File: src/rtl/core/pccl_pkg.sv
// shared types, constants and helpers of the pulse count code lock
// no dependencies
`timescale 1ns / 1ps

package pccl_pkg;

  // highest digit that can be entered
  localparam int MaxCount = 4;
  localparam int CntW     = $clog2(MaxCount + 1);
  localparam int CodeW    = 3;
  localparam int CmpW     = (CntW > CodeW) ? CntW : CodeW;
  localparam int HoldW    = 8;
  localparam int IdleW    = 16;
  localparam int SegW     = 7;
  localparam int CfgIdxW  = 2;
  localparam int CfgDataW = 16;

  // configuration register indexes
  localparam logic [CfgIdxW-1:0] RegCodeFirst   = 2'd0;
  localparam logic [CfgIdxW-1:0] RegCodeSecond  = 2'd1;
  localparam logic [CfgIdxW-1:0] RegHoldoff     = 2'd2;
  localparam logic [CfgIdxW-1:0] RegIdleTimeout = 2'd3;

  // configuration reset values
  localparam logic [CodeW-1:0] CodeFirstRst   = 3'd1;
  localparam logic [CodeW-1:0] CodeSecondRst  = 3'd1;
  localparam logic [HoldW-1:0] HoldoffRst     = 8'd10;
  localparam logic [IdleW-1:0] IdleTimeoutRst = 16'd100;

  typedef enum logic [2:0] {
    PhFirst  = 3'd0,
    PhSecond = 3'd1,
    PhCheck  = 3'd2,
    PhRight  = 3'd3,
    PhWrong  = 3'd4
  } phase_e;

  typedef enum logic [2:0] {
    EvNone      = 3'd0,
    EvFirst     = 3'd1,
    EvSecond    = 3'd2,
    EvCorrect   = 3'd3,
    EvWrong     = 3'd4,
    EvEmergency = 3'd5
  } event_e;

  typedef struct packed {
    logic sensor_one_active;
    logic sensor_two_active;
    logic emergency;
  } lock_in_t;

  typedef struct packed {
    logic [2:0]      event_res;
    logic [SegW-1:0] segments;
    logic [2:0]      phase_now;
  } lock_out_t;

  // seven-segment patterns of the digits, bit0 is segment a
  localparam logic [SegW-1:0] DigitPattern [10] = '{
    7'h3F, 7'h06, 7'h5B, 7'h4F, 7'h66, 7'h6D, 7'h7D, 7'h07, 7'h7F, 7'h6F
  };

  // pattern of a digit, blank beyond nine
  function automatic logic [SegW-1:0] pattern_of(input logic [3:0] d);
    logic [SegW-1:0] pat;
    pat = '0;
    if (d <= 4'd9) begin
      pat = DigitPattern[d];
    end
    return pat;
  endfunction

endpackage

File: src/rtl/core/pulse_count_code_lock.sv
// pulse count code lock: one tick item in, one result item out
// depends on pccl_pkg
//
// channel  | direction | handshake               | payload
// ---------+-----------+-------------------------+------------------------
// in       | input     | in_valid_i / in_stall_o | in_item_i  (lock_in_t)
// out      | output    | out_valid_o/out_stall_i | out_item_o (lock_out_t)
// cfg      | input     | cfg_we_i                | cfg_idx_i, cfg_wdata_i
//
// each item is worked combinationally and its result is registered, so the
// result shows in the cycle after acceptance; one item per cycle unless stalled;
// in_stall_o is high only while a held result is stalled by out_stall_i
// reset returns the lock to the first digit with a blank display and loads
// the register defaults; no clearing pass is needed
`timescale 1ns / 1ps

module pulse_count_code_lock
  import pccl_pkg::*;
(
  input  logic                clk_i,
  input  logic                rst_ni,
  input  logic                cfg_we_i,
  input  logic [CfgIdxW-1:0]  cfg_idx_i,
  input  logic [CfgDataW-1:0] cfg_wdata_i,
  input  logic                in_valid_i,
  output logic                in_stall_o,
  input  lock_in_t            in_item_i,
  output logic                out_valid_o,
  input  logic                out_stall_i,
  output lock_out_t           out_item_o
);

  // configuration registers
  logic [CodeW-1:0] code_first_q, code_second_q;
  logic [HoldW-1:0] holdoff_q;
  logic [IdleW-1:0] idle_timeout_q;

  // lock state
  phase_e           phase_q, phase_d;
  logic [CntW-1:0]  first_count_q, first_count_d;
  logic [CntW-1:0]  second_count_q, second_count_d;
  logic [IdleW-1:0] first_idle_q, first_idle_d;
  logic [IdleW-1:0] second_idle_q, second_idle_d;
  logic [HoldW-1:0] first_hold_q, first_hold_d;
  logic [HoldW-1:0] second_hold_q, second_hold_d;
  logic             first_level_q, first_level_d;
  logic             second_level_q, second_level_d;
  logic [SegW-1:0]  pattern_q, pattern_d;
  event_e           event_d;

  // result register
  logic             out_valid_q;
  lock_out_t        out_item_q;
  logic             accept;

  assign in_stall_o  = out_valid_q & out_stall_i;
  assign accept      = in_valid_i & ~in_stall_o;
  assign out_valid_o = out_valid_q;
  assign out_item_o  = out_item_q;

  // configuration writes
  always_ff @(posedge clk_i or negedge rst_ni) begin
    if (!rst_ni) begin
      code_first_q   <= CodeFirstRst;
      code_second_q  <= CodeSecondRst;
      holdoff_q      <= HoldoffRst;
      idle_timeout_q <= IdleTimeoutRst;
    end else if (cfg_we_i) begin
      case (cfg_idx_i)
        RegCodeFirst:   code_first_q   <= cfg_wdata_i[CodeW-1:0];
        RegCodeSecond:  code_second_q  <= cfg_wdata_i[CodeW-1:0];
        RegHoldoff:     holdoff_q      <= cfg_wdata_i[HoldW-1:0];
        RegIdleTimeout: idle_timeout_q <= cfg_wdata_i[IdleW-1:0];
        default: ;
      endcase
    end
  end

  // next state and event of one tick
  always_comb begin
    logic edge1, edge2, match;

    phase_d        = phase_q;
    first_count_d  = first_count_q;
    second_count_d = second_count_q;
    first_idle_d   = first_idle_q;
    second_idle_d  = second_idle_q;
    first_hold_d   = first_hold_q;
    second_hold_d  = second_hold_q;
    first_level_d  = first_level_q;
    second_level_d = second_level_q;
    pattern_d      = pattern_q;
    event_d        = EvNone;
    edge1          = 1'b0;
    edge2          = 1'b0;
    match          = 1'b0;

    if (in_item_i.emergency) begin
      event_d = EvEmergency;
      phase_d = PhFirst;
      first_count_d  = '0;
      second_count_d = '0;
      first_idle_d   = '0;
      second_idle_d  = '0;
      first_hold_d   = '0;
      second_hold_d  = '0;
      first_level_d  = 1'b0;
      second_level_d = 1'b0;
      pattern_d      = '0;
    end else begin
      // debounce counters run down
      if (first_hold_d != '0) first_hold_d = first_hold_d - 1'b1;
      if (second_hold_d != '0) second_hold_d = second_hold_d - 1'b1;

      // edge counting of the active digit
      if (phase_q == PhFirst) begin
        edge1 = in_item_i.sensor_one_active & ~first_level_q & (first_hold_d == '0);
        if (edge1) begin
          if (first_count_d < CntW'(MaxCount)) begin
            first_count_d = first_count_d + 1'b1;
            pattern_d     = pattern_of(4'(first_count_d));
          end
          first_idle_d = '0;
          first_hold_d = holdoff_q;
        end
        if (first_count_d != '0 && first_idle_d != '1) begin
          first_idle_d = first_idle_d + 1'b1;
        end
      end else if (phase_q == PhSecond) begin
        edge2 = in_item_i.sensor_two_active & ~second_level_q & (second_hold_d == '0);
        if (edge2) begin
          if (second_count_d < CntW'(MaxCount)) begin
            second_count_d = second_count_d + 1'b1;
            pattern_d      = pattern_of(4'(second_count_d));
          end
          second_idle_d = '0;
          second_hold_d = holdoff_q;
        end
        if (second_count_d != '0 && second_idle_d != '1) begin
          second_idle_d = second_idle_d + 1'b1;
        end
      end

      first_level_d  = in_item_i.sensor_one_active;
      second_level_d = in_item_i.sensor_two_active;

      // phase sequencing
      case (phase_q)
        PhFirst: begin
          if (first_count_d != '0 && first_idle_d >= idle_timeout_q) begin
            event_d       = EvFirst;
            phase_d       = PhSecond;
            second_idle_d = '0;
          end
        end
        PhSecond: begin
          if (second_count_d != '0 && second_idle_d >= idle_timeout_q) begin
            event_d = EvSecond;
            phase_d = PhCheck;
          end
        end
        PhCheck: begin
          match = (CmpW'(first_count_d) == CmpW'(code_first_q)) &&
                  (CmpW'(second_count_d) == CmpW'(code_second_q));
          phase_d = match ? PhRight : PhWrong;
        end
        default: begin
          if (phase_q == PhRight) begin
            event_d = EvCorrect;
          end else if (phase_q == PhWrong) begin
            event_d = EvWrong;
          end
          phase_d        = PhFirst;
          first_count_d  = '0;
          second_count_d = '0;
          first_idle_d   = '0;
          second_idle_d  = '0;
          first_hold_d   = '0;
          second_hold_d  = '0;
          first_level_d  = 1'b0;
          second_level_d = 1'b0;
          pattern_d      = '0;
        end
      endcase
    end
  end

  // state update on an accepted item
  always_ff @(posedge clk_i or negedge rst_ni) begin
    if (!rst_ni) begin
      phase_q        <= PhFirst;
      first_count_q  <= '0;
      second_count_q <= '0;
      first_idle_q   <= '0;
      second_idle_q  <= '0;
      first_hold_q   <= '0;
      second_hold_q  <= '0;
      first_level_q  <= 1'b0;
      second_level_q <= 1'b0;
      pattern_q      <= '0;
    end else if (accept) begin
      phase_q        <= phase_d;
      first_count_q  <= first_count_d;
      second_count_q <= second_count_d;
      first_idle_q   <= first_idle_d;
      second_idle_q  <= second_idle_d;
      first_hold_q   <= first_hold_d;
      second_hold_q  <= second_hold_d;
      first_level_q  <= first_level_d;
      second_level_q <= second_level_d;
      pattern_q      <= pattern_d;
    end
  end

  // result valid flag
  always_ff @(posedge clk_i or negedge rst_ni) begin
    if (!rst_ni) begin
      out_valid_q <= 1'b0;
    end else if (accept) begin
      out_valid_q <= 1'b1;
    end else if (!out_stall_i) begin
      out_valid_q <= 1'b0;
    end
  end

  // result payload
  always_ff @(posedge clk_i) begin
    if (accept) begin
      out_item_q.event_res <= event_d;
      out_item_q.segments  <= pattern_d;
      out_item_q.phase_now <= phase_d;
    end
  end

endmodule

File: config.mk
export PLATFORM = sky130hd
export DESIGN_NAME = pulse_count_code_lock
export DESIGN_NICKNAME = d
export VERILOG_FILES = /design/src/rtl/core/pccl_pkg.sv /design/src/rtl/core/pulse_count_code_lock.sv
export SDC_FILE = /design/constraint.sdc
export NUM_CORES = 1
export LEC_CHECK = 0
export ABC_AREA = 1
export BUFFER_PORTS_ARGS = -buffer_cell sky130_fd_sc_hd__buf_2
export CAP_MARGIN = 15
export CELL_PAD_IN_SITES_DETAIL_PLACEMENT = 2
export CELL_PAD_IN_SITES_GLOBAL_PLACEMENT = 2
export CORE_MARGIN = 2
export CORE_UTILIZATION = 35
export CTS_CLUSTER_DIAMETER = 50
export DETAILED_ROUTE_END_ITERATION = 16
export GPL_TIMING_DRIVEN = 0
export PLACE_DENSITY = 0.82
export SETUP_SLACK_MARGIN = 0.1
export SYNTH_ARGS = -nofsm -noshare
export SYNTH_HDL_FRONTEND = slang
export SYNTH_SLANG_ARGS = --single-unit
export TNS_END_PERCENT = 100
File: constraint.sdc
create_clock -name clk_i -period 5.25 [get_ports clk_i]
set_clock_uncertainty 0.15 [all_clocks]
set_input_delay 0.525 -clock clk_i [delete_from_list [all_inputs] [get_ports clk_i]]
set_output_delay 0.525 -clock clk_i [all_outputs]
set_load 0.05 [all_outputs]
==> flow_summary.yaml <==
run_status:
  status: "finished with violations"
  violations: "negative hold slack"
cells_and_area:
  multi_input_area_um2: 4760
  n_antenna_cell: 0
  ff_latch_area_um2: 2830
  mostFrequentLayoutCell: "nand2_1"
  layout_common_cells: "401 x nand2_1, 138 x inv_1, 90 x dfrtp_1, 89 x nand3_1, 85 x o21ai_0"
  area_delta_synth_final_pct: 15.9
  final_area_um2: 9450
  fin_cells: 1592
  drive_gt1_frac: 0.155
  num-fill-cells: 2714
  final_nets: 1346
timing:
  max-slew-margin-rel: 0.448
  setup_ws_ns: 0.297
  finalSetupTns_ns: 0
  worst_slew_pin_slew_ns: 0.828
  period_needed_ns: 4.95
  fmax_mhz: 202
  whs_ns: -0.00141
  grt_setup_unrepaired: "yes"
  finalHoldViolations: 1
  min_period_over_period: 0.943
  setup_violations: 0
  maxSlewViolCount: 0
logic_synthesis:
  synth_area_leaders: "dfrtp_1 28%, nand2_1 19%, ha_1 7.1%, inv_1 6.5%, nand3_1 5.6%"
  synthCells: 1197
  netlist.top_cell.by_area: "dfrtp_1"
  yosysWarnings: 0
  synth-seq-cells: 110
  avgSynthCellArea_um2: 6.81
  synth_cell_types: 46
  synth_edf_count: 13
  synth_flop_cell: "dfrtp_1"
  async_reset_ff_frac: 0.882
  synth_top_area_share: 0.276
  synth_area_um2: 8150
  syn_nets: 1269
  yosysSeqAreaShare: 0.347
grt:
  grt_pass1_wl_um: 49400
  grt_usage: 0.261
  overflow: 0
  antenna_found_initial: 0
  grt_max_degree: 63
  grt_pass1_vias: 9014
placed_design:
  dpl-instance-area_um2: 8790
  pre_cts_ws_ns: -0.227
  gp_congestion: 0.823
  placed_cells: 1552
  hpwl_um: 23400
  io_buffer_count: 40
clocking:
  cts_tree: "yes"
  cts_max_path_buffers: 2
  cts_made_buffers: 9
  cts.sinks: 110
  root_buffer: "clkbuf_16"
  insertion_delay_ns: 0.38
  cts-hold-fix-buffers: 0
  htree_levels: 3
  path_clk_slew_ns: 0.08
route:
  firstDrtPassIters: 5
  dr_total_vias: 8460
  wirelength_um: 32400
  via_per_inst: 5.31
  drt_iter0_markers: 364
  route.detailed.drc: 0
  ant_nets: 0
  wire_per_inst_um: 20.3
floorplan:
  io_pins: 41
  dieArea_um2: 24500
  die_h_um: 157
  core-area_um2: 22800
  die_w_um: 157
  initial_core_util: 0.358
  rows: 55
worst_setup_path:
  start_kind: "flip-flop"
  crit_fanout: 10
  cp_slowest_cell: "dfrtp_1"
  cpPeakStageDelay_ns: 0.48
  end_kind: "flip-flop"
  cpMostUsedCell: "nand2_1"
  required_ns: 5.40
  timing_worst_setup_path_type: "reg2reg"
  arrival_ns: 5.11
power_and_ir_drop:
  p_leak_nw: 4.92
  power_density_nw_per_um2: 397
  ir_worst_vdd_mv: 0.219
min_path:
  hold_path.class: "in2async"
job:
  drv_cap: 0
logic make-up after synthesis:
| kind of cell | Yosys count | synth area share |
|---|---|---|
| AO/OA/AOI/OAI | 178 | 0.119 |
| XOR/XNOR | 9 | 0.0106 |
| adder cells (fa/ha/maj) | 46 | 0.0706 |
| buffers and inverters | 187 | 0.0909 |
| flip-flops | 110 | 0.347 |
| AND/OR/NAND/NOR | 667 | 0.362 |
per-layer routing:
metal | up-vias | wire (um) | part of all wire | track usage
li1 | 4016 | - | - | -
met1 | 4293 | 14600 | 0.45 | 0.338
met2 | 108 | 16100 | 0.50 | 0.450
met3 | 43 | 878 | 0.027 | 0.0313
met4 | 0 | 850 | 0.026 | 0.0861
met5 | - | 0 | 0 | 0
flip-flops by register name, summed over array words and instances, names as in the netlist, 7 cells and up:
signal          cells
first_hold_q        8
first_idle_q       16
holdoff_q           8
idle_timeout_q     16
out_item_o         13
pattern_q           7
second_hold_q       8
second_idle_q      16
stage by stage:
stage,util,hold WS [ns],total power [mW]
floorplan,-,0.0794,2.24
global placement,0.384,0.319,2.62
detailed placement,0.386,0.324,2.74
CTS,0.403,0.0188,3.50
global route,0.415,0.0327,4.00
finish,0.415,-0.00141,3.75
critical path, delay by kind of cell (launching register included):
kind | cells | cell delay (ns)
and+or+nand+nor | 20 | 2.38
buffers and inverters | 5 | 0.54
DFF | 1 | 0.48
adders and majority gates | 2 | 0.52
AOI/OAI and AO/OA | 4 | 0.79
what timing repair did:
action                                  4_1_cts  5_1_grt
pin swaps                                     2       15
setup buffers                                 5       19
gates resized for setup                      18       33
endpoints found under the setup margin       22       22
power by group:
group / switching [mW] / internal [mW] / total, mW
Clock: 0.384 / 0.329 / 0.713
Combinational: 1.31 / 0.633 / 1.95
Sequential: 0.115 / 0.977 / 1.09
cell type report:
class,count,share of cell area
Tap cell,313,0.0414
Clock buffer,9,0.0238
Sequential cell,110,0.299
Buffer,31,0.0180
Timing Repair Buffer,66,0.0463
Multi-Input combinational cell,900,0.503
Inverter,156,0.0625
Clock inverter,7,0.00556
final timing paths:
kind	endpoint	depth (start not counted)	slack (ns)	start
setup reg to reg	second_idle_q[2]	31	0.30	first_hold_q[2]
setup / recovery	second_idle_q[2]	31	0.30	first_hold_q[2]
max in group asynchronous	idle_timeout_q[5]	2	4.17	rst_ni
hold / removal	pattern_q[3]	1	-0.001	rst_ni
hold reg to reg	out_valid_o	2	0.34	out_valid_o
min in group clk_i	out_valid_o	3	0.20	in_valid_i
synthesized netlist by cell type, types with 5 or more instances:
cell type and number:
nor2_4 6, o21ai_1 8, nand2_2 16, nand4_1 24
dfrtp_1 90, nand3b_1 5, nor2_1 76, a21boi_1 7
a21oi_1 49, clkbuf_1 18, nand3_2 6, ha_1 46
inv_2 12, o21ai_0 87, dfstp_2 7, nand2_1 404
nor2_2 16, inv_1 142, nand3_1 92, o21bai_1 5
edfxtp_1 13, nor3_1 7, o211ai_1 5
Note: power is estimated with default switching activity, not from simulation.
